### config.mk
export PLATFORM = sky130hd
export DESIGN_NAME = vaab_ctrl
export DESIGN_NICKNAME = d
export VERILOG_FILES = /design/src/design/vaab_pkg.sv /design/src/design/vaab_ctrl.sv
export SDC_FILE = /design/constraint.sdc
export NUM_CORES = 1
export LEC_CHECK = 0
export BUFFER_PORTS_ARGS = -buffer_cell sky130_fd_sc_hd__buf_4
export CAP_MARGIN = 25
export CORE_MARGIN = 1.5
export CORE_UTILIZATION = 51
export CTS_CLUSTER_SIZE = 12
export DETAILED_ROUTE_END_ITERATION = 16
export PLACE_DENSITY = 0.78
export SLEW_MARGIN = 20
export SYNTH_ARGS = -nofsm -noshare
export SYNTH_HDL_FRONTEND = slang
export SYNTH_SLANG_ARGS = --single-unit
### constraint.sdc
create_clock -name clk -period 2.2 [get_ports clk]
set_input_delay 0.22 -clock clk [delete_from_list [all_inputs] [get_ports clk]]
set_output_delay 0.22 -clock clk [all_outputs]
set_load 0.1 [all_outputs]
### src/design/vaab_pkg.sv
// Shared types and constants for the voice allocator / envelope bank.
package vaab_pkg;

  typedef enum logic [2:0] {
    ACT_TICK   = 3'd0,
    ACT_ON     = 3'd1,
    ACT_OFF    = 3'd2,
    ACT_LD_ATK = 3'd3,
    ACT_LD_DCY = 3'd4
  } action_t;

  typedef enum logic [2:0] {
    PH_IDLE    = 3'd0,
    PH_ATTACK  = 3'd1,
    PH_DECAY   = 3'd2,
    PH_SUSTAIN = 3'd3,
    PH_RELEASE = 3'd4
  } phase_t;

  localparam logic [1:0] CFG_ATTACK  = 2'd0;
  localparam logic [1:0] CFG_DECAY   = 2'd1;
  localparam logic [1:0] CFG_RELEASE = 2'd2;
  localparam logic [1:0] CFG_SUSTAIN = 2'd3;

  localparam logic [15:0] ATK_RST = 16'd3023;
  localparam logic [16:0] DCY_RST = 17'd10078;
  localparam logic [16:0] REL_RST = 17'd9826;
  localparam logic [11:0] SUS_RST = 12'd4095;

  localparam logic [12:0] LEVEL_MAX = 13'd8191;
  localparam logic [11:0] IDX_MAX   = 12'd4095;
  localparam logic [11:0] SUS_FULL  = 12'd4095;
  localparam logic [31:0] TIME_MAX  = 32'hFFFF_FFFF;
  localparam logic [4:0]  DIV_LAST  = 5'd16;

  typedef struct packed {
    logic acc;
    logic v_load;
    logic div_step;
    logic tbl_rd;
    logic mul;
    logic wb;
    logic emit_tick;
    logic idx_inc;
    logic scan_on;
    logic pick;
    logic on_commit;
    logic off_step;
    logic off_emit;
  } ctl_cmd_t;

  typedef struct packed {
    logic need_div;
    logic div_last;
    logic idx_last;
    logic out_free;
  } ctl_sts_t;

endpackage

### src/design/vaab_ctrl.sv
// Sequencer for ticks, note-on scan and note-off scan.
module vaab_ctrl (
  input  logic                clk,
  input  logic                rst_n,
  input  logic                in_valid,
  input  logic [2:0]          in_action,
  output logic                in_ready,
  input  vaab_pkg::ctl_sts_t  sts,
  output vaab_pkg::ctl_cmd_t  cmd
);
  import vaab_pkg::*;

  typedef enum logic [11:0] {
    S_IDLE = 12'b000000000001,
    S_LOAD = 12'b000000000010,
    S_DIV  = 12'b000000000100,
    S_TBL  = 12'b000000001000,
    S_MUL  = 12'b000000010000,
    S_WB   = 12'b000000100000,
    S_TOUT = 12'b000001000000,
    S_SON  = 12'b000010000000,
    S_PICK = 12'b000100000000,
    S_OOUT = 12'b001000000000,
    S_SOFF = 12'b010000000000,
    S_FOUT = 12'b100000000000
  } state_t;

  state_t state_r, state_nxt;

  always_ff @(posedge clk) begin
    if (!rst_n) state_r <= S_IDLE;
    else        state_r <= state_nxt;
  end

  always_comb begin
    state_nxt = state_r;
    cmd       = '0;
    in_ready  = 1'b0;
    unique case (state_r)
      S_IDLE: begin
        in_ready = 1'b1;
        if (in_valid) begin
          cmd.acc = 1'b1;
          case (action_t'(in_action))
            ACT_TICK: state_nxt = S_LOAD;
            ACT_ON:   state_nxt = S_SON;
            ACT_OFF:  state_nxt = S_SOFF;
            default:  state_nxt = S_IDLE;
          endcase
        end
      end
      S_LOAD: begin
        cmd.v_load = 1'b1;
        state_nxt  = sts.need_div ? S_DIV : S_TOUT;
      end
      S_DIV: begin
        cmd.div_step = 1'b1;
        if (sts.div_last) state_nxt = S_TBL;
      end
      S_TBL: begin
        cmd.tbl_rd = 1'b1;
        state_nxt  = S_MUL;
      end
      S_MUL: begin
        cmd.mul   = 1'b1;
        state_nxt = S_WB;
      end
      S_WB: begin
        cmd.wb    = 1'b1;
        state_nxt = S_TOUT;
      end
      S_TOUT: begin
        if (sts.out_free) begin
          cmd.emit_tick = 1'b1;
          if (sts.idx_last) state_nxt = S_IDLE;
          else begin
            cmd.idx_inc = 1'b1;
            state_nxt   = S_LOAD;
          end
        end
      end
      S_SON: begin
        cmd.scan_on = 1'b1;
        if (sts.idx_last) state_nxt = S_PICK;
        else cmd.idx_inc = 1'b1;
      end
      S_PICK: begin
        cmd.pick  = 1'b1;
        state_nxt = S_OOUT;
      end
      S_OOUT: begin
        if (sts.out_free) begin
          cmd.on_commit = 1'b1;
          state_nxt     = S_IDLE;
        end
      end
      S_SOFF: begin
        cmd.off_step = 1'b1;
        if (sts.idx_last) state_nxt = S_FOUT;
        else cmd.idx_inc = 1'b1;
      end
      S_FOUT: begin
        if (sts.out_free) begin
          cmd.off_emit = 1'b1;
          state_nxt    = S_IDLE;
        end
      end
      default: state_nxt = S_IDLE;
    endcase
  end

endmodule

==> qor.yml, run 1 <==
synth:
  synth_area_um2: 898.4
  async_flop_share_pct: 0
  synth_warnings: 0
  ys_ff_latch: 12
  syn_nets: 124
  syn-instance-count: 114
  ys.flop_type: "dfxtp_1"
  synth_cell_types: 43
  syn_area_per_cell_um2: 7.880
  synth_edf_count: 0
  seq_area_frac_synth_pct: 26.74
sta:
  setup_ws_ns: 0.03753
  rsz0062_at_grt: "yes"
  hold_viol: 0
  finClkSkew_ns: 0.001598
  slew_headroom_pct: 69.89
  post-route-min-period_ns: 2.162
  max_freq_ghz: 0.4624
  period_share_pct: 98.29
  setup_tns_ns: 0
  worst_pin_slew_ns: 0.4497
  finalMaxSlewViolations: 0
  setup-violations-final: 0
setup_path:
  slowest_stage: "or4_4"
  worst_setup_path_start_kind: "flip-flop"
  crit_path_end_kind: "output pin"
  crit_type: "flip-flop to output pin"
  worstPathCellList: "or4_4, or2_4, nor2_2, a21oi_1, nor2_4, buf_12"
  slowest_delay_ns: 0.55
  path_max_fanout: 8
  arrival_ns: 1.94
  worstPathRequired_ns: 1.98
  r2r_cells: 6
layout:
  reg_top3: "state_r x12"
  nets: 158
  largest_reg_flops: 12
  regMostFlops: "state_r"
  mostFrequentLayoutCells: "buf_4 (23), a21oi_1 (8), buf_6 (8)"
  diodes: 0
  nFillCells: 75
  finish.utilization_pct: 87.78
  final_common_cell: "buf_4"
  area_growth_pct: 54.04
  fin_cells: 162
  drive_above_1_share_pct: 49.32
clock_tree:
  clkLatencyLatePin_ns: 0.28
  h-tree-depth: 1
  clk_pin_slew_ns: 0.08
  ctsHoldBuffers: 0
  clkSinkCount: 12
  cts_tree: "yes"
  clk_path_buf_depth: 2
  cts_buffers: 3
  root_buffer: "clkbuf_4"
grt:
  grt_pass1_wl_mm: 4.347
  grt_antenna_before_repair: 0
  grt_max_degree: 12
  grt_pass1_vias: 924
  track_usage_pct: 29.87
  overflow: 0
die:
  start_util_pct: 56.98
  dieArea_um2: 2022
  die_width_um: 44.97
  io_pins: 24
  core_region_area_um2: 1577
  dieHeight_um: 44.97
  rows: 14
route:
  highest_layer: "met4"
  wl_per_cell_um: 18.69
  met3_wirelength_um: 233
  drtIter0Drc: 53
  drt-pass1-iter-count: 4
  drc_errors: 0
  vias: 1080
  drtAntennaViolNets: 0
  viasPerCell: 6.667
  wl_met2_mm: 1.506
  wirelength_mm: 3.027
  wl_met1_mm: 1.153
placed_design:
  dp.cells: 152
  pre_cts_ws_ns: 0.1535
  gp_congestion: 0.8759
  numPortBuffers: 23
  place_hpwl_mm: 1.970
power_and_ir_drop:
  p_leak_nw: 0.5510
  peakVddDrop_mv: 0.6873
  finalPower_uw: 846.2
  p_per_area_nw_per_um2: 611.5
hold_path:
  hold_depth: 3
  hp-class: "input pin to flip-flop"
run_status:
  status: "complete, no violations"
job:
  maxCapViolations: 0
metrics by stage:
step | hold slack, ns | instance area [um2]
after floorplan | 0.3586 | 1037
after global placement | 0.4588 | 1212
after detailed placement | 0.4793 | 1212
after CTS | 0.1885 | 1291
after global routing | 0.2091 | 1384
final | 0.1853 | 1384
routing by layer:
layer  GRT usage, %  vias to the layer above
met5              0                        -
met3          2.800                       19
met1          37.10                      492
li1               -                      493
met2          52.29                       76
met4          12.35                        0
logic make-up (layout without fill, tap and decap cells):
kind of cell / after synthesis / count (layout) / share of synthesized area [%]
AND/OR/NAND/NOR: 59 / 59 / 40.11
AO/OA/AOI/OAI: 27 / 27 / 20.75
flip-flops: 12 / 12 / 26.74
buffers and inverters: 11 / 43 / 7.382
XOR/XNOR: 4 / 4 / 3.900
multiplexers: 1 / 1 / 1.114
final timing paths:
kind	start	endpoint	slack, ns
max	state_r[6]	cmd[5]	0.04
min	sts[3]	state_r[2]	0.19
max reg2reg	state_r[5]	state_r[8]	0.23
min reg2reg	state_r[9]	state_r[9]	0.54
timing repair:
action	CTS	global route
endpoints found under the hold margin	0	0
pin swaps	3	5
resized for setup	6	22
buffers inserted	5	2
setup endpoints to repair	7	11
power breakdown:
| group | internal [mW] | switching (mW) | leakage, nW |
|---|---|---|---|
| clock network | 0.0635 | 0.0787 | 0.0138 |
| logic | 0.159 | 0.292 | 0.437 |
| registers | 0.228 | 0.0247 | 0.100 |
final cells by class:
type	instances	area, um2	share of cell area [%]
well taps	16	20.02	1.447
repair buffers	33	302.8	21.88
clock buffers	3	22.52	1.627
inverters	7	26.28	1.899
multi-input cells	91	760.7	54.97
flip-flops and latches	12	251.5	18.17
cells in the mapped netlist, types with 2 or more instances:
master	number	area, um2
dfxtp_1	12	240.2
nor2_1	11	41.29
nand2_1	9	33.78
a21oi_1	8	40.04
inv_1	7	26.28
o21ai_0	7	35.03
nand3_1	6	30.03
nor4_1	5	31.28
nor3b_1	4	30.03
and3_1	3	18.77
nor3_1	3	15.01
nor4_2	3	37.54
buf_6	2	22.52
nor4b_1	2	17.52
or2_2	2	12.51
xnor2_1	2	17.52
xor2_1	2	17.52
critical path, delay by kind of cell (launching register included):
| kind | cells | cell delay [ns] |
|---|---|---|
| buffers and inverters | 1 | 0.18 |
| AOI/OAI and AO/OA | 1 | 0.08 |
| DFF | 1 | 0.39 |
| and+or+nand+nor | 4 | 1.02 |
Note: power is estimated with default switching activity, not from simulation.
==> run 2: changes to the inputs <==
--- a/config.mk
+++ b/config.mk
@@ -7,11 +7,13 @@
 export LEC_CHECK = 0
 export BUFFER_PORTS_ARGS = -buffer_cell sky130_fd_sc_hd__buf_4
 export CAP_MARGIN = 25
+export CELL_PAD_IN_SITES_DETAIL_PLACEMENT = 1
+export CELL_PAD_IN_SITES_GLOBAL_PLACEMENT = 2
 export CORE_MARGIN = 1.5
-export CORE_UTILIZATION = 51
+export CORE_UTILIZATION = 29
 export CTS_CLUSTER_SIZE = 12
 export DETAILED_ROUTE_END_ITERATION = 16
-export PLACE_DENSITY = 0.78
+export PLACE_DENSITY_LB_ADDON = 0.1
 export SLEW_MARGIN = 20
 export SYNTH_ARGS = -nofsm -noshare
 export SYNTH_HDL_FRONTEND = slang
==> run 2 against run 1 <==
Non-clock buffer count is 1 higher. Power is 4.2% lower. Global-route usage is 12 points lower. Core utilization is 42 points lower. Combinational power is 5.5% lower. Wire length is 5.0% lower. Clock skew hardly changed. Critical path depth stayed put. Sequential cell count stayed put. Register-to-register slack better by 0.02 ns. Maximum frequency is 1.2% higher. Sequential share of layout area hardly changed. Critical endpoint unchanged.
==> qor.yml, run 2 (synthesis results as in run 1) <==
run_status:
  status: "complete, no violations"
setup_path:
  critical-path-top-delay-family: "simple AND/OR/NAND/NOR gates"
  crit_buf_inv: 1
  crit_type: "flip-flop to output pin"
  worstPathCellList: "or4_4, or2_4, nor2_2, a21oi_2, nor2_4, buf_12"
  path_max_fanout: 7
  crit_path_end_kind: "output pin"
  worst_setup_path_start_kind: "flip-flop"
  r2r_setup_slack_ns: 0.25
  worstPathRequired_ns: 1.98
  slowest_delay_ns: 0.53
  slowest_stage: "or4_4"
  arrival_ns: 1.92
job:
  maxCapViolations: 0
layout:
  regMostFlops: "state_r"
  final_common_cell: "buf_4"
  reg_top3: "state_r x12"
  nets: 159
  final_area_um2: 1369
  largest_reg_flops: 12
  nFillCells: 369
  drive_above_1_share_pct: 47.62
  area_growth_pct: 52.37
  diodes: 0
  mostFrequentLayoutCells: "buf_4 (29), nand2_1 (8)"
sta:
  setup_tns_ns: 0
  setup-violations-final: 0
  period_share_pct: 97.14
  slew_headroom_pct: 73.22
  hold_viol: 0
  finalMaxSlewViolations: 0
  worst_pin_slew_ns: 0.3986
  rsz0062_at_grt: "yes"
  finClkSkew_ns: 0.001798
  post-route-min-period_ns: 2.137
  max_freq_ghz: 0.4680
placed_design:
  gp_congestion: 0.8122
  place_area_um2: 1279
  numPortBuffers: 23
  place_hpwl_mm: 2.289
route:
  wl_per_cell_um: 15.98
  viasPerCell: 5.439
  wl_met1_mm: 1.367
  wirelength_mm: 2.877
  drtAntennaViolNets: 0
  wl_met2_mm: 1.367
  met3_wirelength_um: 84
  drt-pass1-iter-count: 4
  drc_errors: 0
  highest_layer: "met4"
  vias: 979
  drtIter0Drc: 29
power_and_ir_drop:
  p_leak_nw: 0.5490
  p_per_area_nw_per_um2: 592.2
  peakVddDrop_mv: 0.5131
  finalPower_uw: 810.6
clock_tree:
  clk_pin_slew_ns: 0.07
  root_buffer: "clkbuf_4"
  clk_path_buf_depth: 2
  h-tree-depth: 1
  clkLatencyLatePin_ns: 0.27
  cts_buffers: 3
  cts_tree: "yes"
  ctsHoldBuffers: 0
  clkSinkCount: 12
hold_path:
  hp-class: "input pin to flip-flop"
grt:
  overflow: 0
  grt_pass1_wl_mm: 4.526
  grt_max_degree: 12
  track_usage_pct: 17.86
  grt_antenna_before_repair: 0
  grt_pass1_vias: 930
die:
  io_pins: 24
  rows: 20
  start_util_pct: 29.92
  dieArea_um2: 3440
  dieHeight_um: 58.66
  core_region_area_um2: 3003
  die_width_um: 58.66
run 2: metrics by stage:
stage                     std cells  hold slack [ns]  setup slack [ns]  util [%]
after CTS                       178           0.1906         0.0005680     44.21
after floorplan                 114           0.3586           -0.2203         -
after detailed placement        175           0.4817            0.1920     42.58
after global routing            180           0.2031          -0.01947     45.58
final                           180           0.1940           0.06303     45.58
after global placement          175           0.4609            0.2152     42.58
run 2: area by class of cell:
type	instances	area [um2]	share of cell area, %
Multi-Input combinational cell	91	743.2	54.30
Inverter	7	26.28	1.920
Tap cell	33	41.29	3.016
Sequential cell	12	249.0	18.19
Clock buffer	3	22.52	1.645
Timing Repair Buffer	34	286.5	20.93
run 2: path summary, 6_finish.rpt:
kind	start	end	cells past startpoint
worst max-delay path	state_r[6]	cmd[5]	6
worst min-delay path	sts[3]	state_r[2]	3
worst max register to register	state_r[6]	state_r[4]	5
worst min register to register	state_r[6]	state_r[6]	2
run 2: report_power, final:
group | internal (mW) | switching (mW)
Combinational | 0.144 | 0.283
Clock | 0.0634 | 0.0729
Sequential | 0.227 | 0.0193
run 2: worst reg2reg max path, stage by stage (launching register included):
cell and delay [ns]:
dfxtp_4 0.37, or4_4 0.53, or3_4 0.41, a21oi_4 0.20, nor2_2 0.12, and3_1 0.20
run 2: per-layer routing:
layer  track usage, %  vias to the layer above
met3            1.978                        4
met1            23.99                      461
met2            28.41                       21
met5                0                        -
li1                 -                      493
met4            8.766                        0
run 2: timing repair:
| action | CTS | global route |
|---|---|---|
| pin swaps | 1 | 4 |
| endpoints found under the setup margin | 3 | 9 |
| gates resized for setup | 8 | 9 |
| setup buffers | 0 | 2 |
==> run 3: changes to the inputs <==
--- a/config.mk
+++ b/config.mk
@@ -5,12 +5,13 @@
 export SDC_FILE = /design/constraint.sdc
 export NUM_CORES = 1
 export LEC_CHECK = 0
+export ABC_AREA = 1
 export BUFFER_PORTS_ARGS = -buffer_cell sky130_fd_sc_hd__buf_4
 export CAP_MARGIN = 25
 export CELL_PAD_IN_SITES_DETAIL_PLACEMENT = 1
 export CELL_PAD_IN_SITES_GLOBAL_PLACEMENT = 2
 export CORE_MARGIN = 1.5
-export CORE_UTILIZATION = 29
+export CORE_UTILIZATION = 27
 export CTS_CLUSTER_SIZE = 12
 export DETAILED_ROUTE_END_ITERATION = 16
 export PLACE_DENSITY_LB_ADDON = 0.1
==> run 3 against run 2 <==
Combinational power grew 110%. Largest cell class unchanged. Die area increased by 17%. Worst hold slack better by 0.042 ns. Largest power group unchanged.
==> qor.yml, run 3 <==
run_status:
  status: "complete, no violations"
layout:
  reg_top3: "state_r x12"
  regMostFlops: "state_r"
  area_growth_pct: 28.45
  largest_reg_flops: 12
  diodes: 0
  nFillCells: 466
  mostFrequentLayoutCells: "nand2_1 (36), inv_1 (32), nor2_1 (26)"
  final_common_cell: "nand2_1"
  multi_input_area_um2: 650.6
  drive_above_1_share_pct: 31.18
  finish.utilization_pct: 37.22
  nets: 198
  regArea_um2: 240.2
clock_tree:
  cts_tree: "yes"
  cts_buffers: 3
  post_cts_buffers: 0
  ctsHoldBuffers: 0
  h-tree-depth: 1
  root_buffer: "clkbuf_4"
  clkSinkCount: 12
  cts_resized: 0
  clk_pin_slew_ns: 0.08
  clkLatencyLatePin_ns: 0.26
  clk_path_buf_depth: 2
synth:
  synthTopCellsByArea: "dfxtp_1 (24%), nand2_1 (14%), inv_1 (12%)"
  synth-simple-area-share_pct: 60.43
  synth_warnings: 0
  synth.most_common_cell: "nand2_1"
  synth_top_family_by_area: "simple AND/OR/NAND/NOR gates"
  synth_area_um2: 989.7
  syn_nets: 171
  synth_cell_types: 21
  synth_compound_area_share_pct: 2.023
  synth_edf_count: 0
  synth_top_area_cell: "dfxtp_1"
  seq_area_frac_synth_pct: 24.27
  synth_commonest_cells: "nand2_1 (37), inv_1 (32), nor2_1 (30), dfxtp_1 (12)"
  synthMuxAreaShare_pct: 0
  synthAdderAreaFrac_pct: 0
  async_flop_share_pct: 0
  yosys.area.top_type_share_pct: 24.27
  syn-instance-count: 161
  ys_ff_latch: 12
  synth_xor_area_share_pct: 0
  ys.flop_type: "dfxtp_1"
  syn_area_per_cell_um2: 6.147
power_and_ir_drop:
  comb_power_share_pct: 68.7
  p_leak_nw: 0.7472
  swShare_pct: 57.34
  intPower_uw: 560.8
  power.switching_uw: 753.9
  p_per_area_nw_per_um2: 1034
  peakVddDrop_mv: 0.6832
  p_seq_share_pct: 21.1
  p_clk_share_pct: 10.3
sta:
  hold_viol: 0
  period_share_pct: 89.15
  max_freq_ghz: 0.5099
  worst_pin_slew_ns: 0.3230
  post-route-min-period_ns: 1.961
  slew_headroom_pct: 78.39
  finClkSkew_ns: 0.002852
  setup-violations-final: 0
  finalMaxSlewViolations: 0
  setup_tns_ns: 0
  rsz0062_at_grt: "no"
route:
  drtIter0Drc: 24
  wirelength_mm: 2.853
  drc_errors: 0
  vias: 1033
  drtAntennaViolNets: 0
  drt-pass1-iter-count: 4
  viasPerCell: 4.453
  wl_per_cell_um: 12.30
placed_design:
  gp_congestion: 0.7740
  numPortBuffers: 23
  place_hpwl_mm: 2.419
setup_path:
  crit_path_end_kind: "output pin"
  path_max_fanout: 6
  arrival_ns: 1.74
  worst_setup_path_start_kind: "flip-flop"
  crit_type: "flip-flop to output pin"
  worstPathRequired_ns: 1.98
  r2r_cells: 10
die:
  dieArea_um2: 4038
  rows: 21
  io_pins: 24
  start_util_pct: 28.97
  dieHeight_um: 63.55
  core_region_area_um2: 3416
  die_width_um: 63.55
grt:
  grt_antenna_before_repair: 0
  overflow: 0
  use_met2_pct: 26.18
  grt_pass1_vias: 1039
  grt_max_degree: 13
  use_met1_pct: 19.83
  track_usage_pct: 15.24
  top_usage_layer: "met2"
  grt.met3_usage_pct: 2.143
  grt_pass1_wl_mm: 4.795
hold_path:
  hold_depth: 2
  hp-class: "input pin to flip-flop"
job:
  maxCapViolations: 0
[run 3: cell types whose count changed after synthesis, moves of 4 or more]
cell and delta:
nand2_1 +28, inv_1 +25, nor2_1 +19, a21oi_1 -8, nand2_4 +6, nand2_2 +5
nor4_1 -4
[run 3: routing by layer]
metal | part of all wire (%) | up-vias | wire length [um]
li1 | - | 532 | -
met1 | 48 | 479 | 1356
met2 | 49 | 20 | 1393
met3 | 2.6 | 2 | 75
met4 | 0.95 | 0 | 27
met5 | 0 | - | 0
[run 3: path summary, 6_finish.rpt]
| check | endpoint | from | slack, ns |
|---|---|---|---|
| worst max-delay path | cmd[5] | state_r[9] | 0.24 |
| worst min-delay path | state_r[0] | rst_n | 0.24 |
| worst max register to register | state_r[7] | state_r[9] | 0.64 |
| worst min register to register | state_r[6] | state_r[6] | 0.54 |
[run 3: metrics by stage]
| step | power (mW) | instances | worst slack [ns] | cell area [um2] | hold slack [ns] |
|---|---|---|---|---|---|
| 4_1_cts | 1.338 | 232 | 0.2098 | 1271 | 0.2294 |
| 5_1_grt | 1.421 | 232 | 0.09879 | 1271 | 0.2437 |
| 3_5_place_dp | 1.197 | 229 | 0.5115 | 1249 | 0.5133 |
| 3_3_place_gp | 1.192 | 229 | 0.5422 | 1249 | 0.5165 |
| 6_report | 1.315 | 232 | 0.2387 | 1271 | 0.2364 |
| 2_1_floorplan | 1.008 | 161 | 0.1300 | 1022 | 0.3413 |
[run 3: kinds of logic (layout without fill, tap and decap cells)]
| family | count (synthesis) | after routing |
|---|---|---|
| simple gates | 110 | 110 |
| buf+inv | 35 | 60 |
| flops | 12 | 12 |
| compound gates | 4 | 4 |
[run 3: power groups by stage]
stage               Clock (mW)  Sequential [mW]  Combinational (mW)
floorplan                    0            0.277               0.732
global placement             0            0.280               0.912
detailed placement           0            0.283               0.914
CTS                      0.143            0.278               0.917
global route             0.151            0.281               0.989
finish                   0.135            0.277               0.903
[run 3: area by class of cell]
cell class	count	share of cell area (%)
clock buffer	3	1.772
multi-input combinational	114	51.18
timing repair buffer	23	13.58
inverter	34	10.04
tap	46	4.528
sequential	12	18.90
[run 3: critical path, cell delays in order, from the launching register on]
cell	delay (ns)
dfxtp_1	0.36
nor2_2	0.17
inv_1	0.08
nor3_1	0.20
nand2_2	0.13
nand2_4	0.09
nand2_4	0.09
nand2_2	0.08
buf_4	0.28
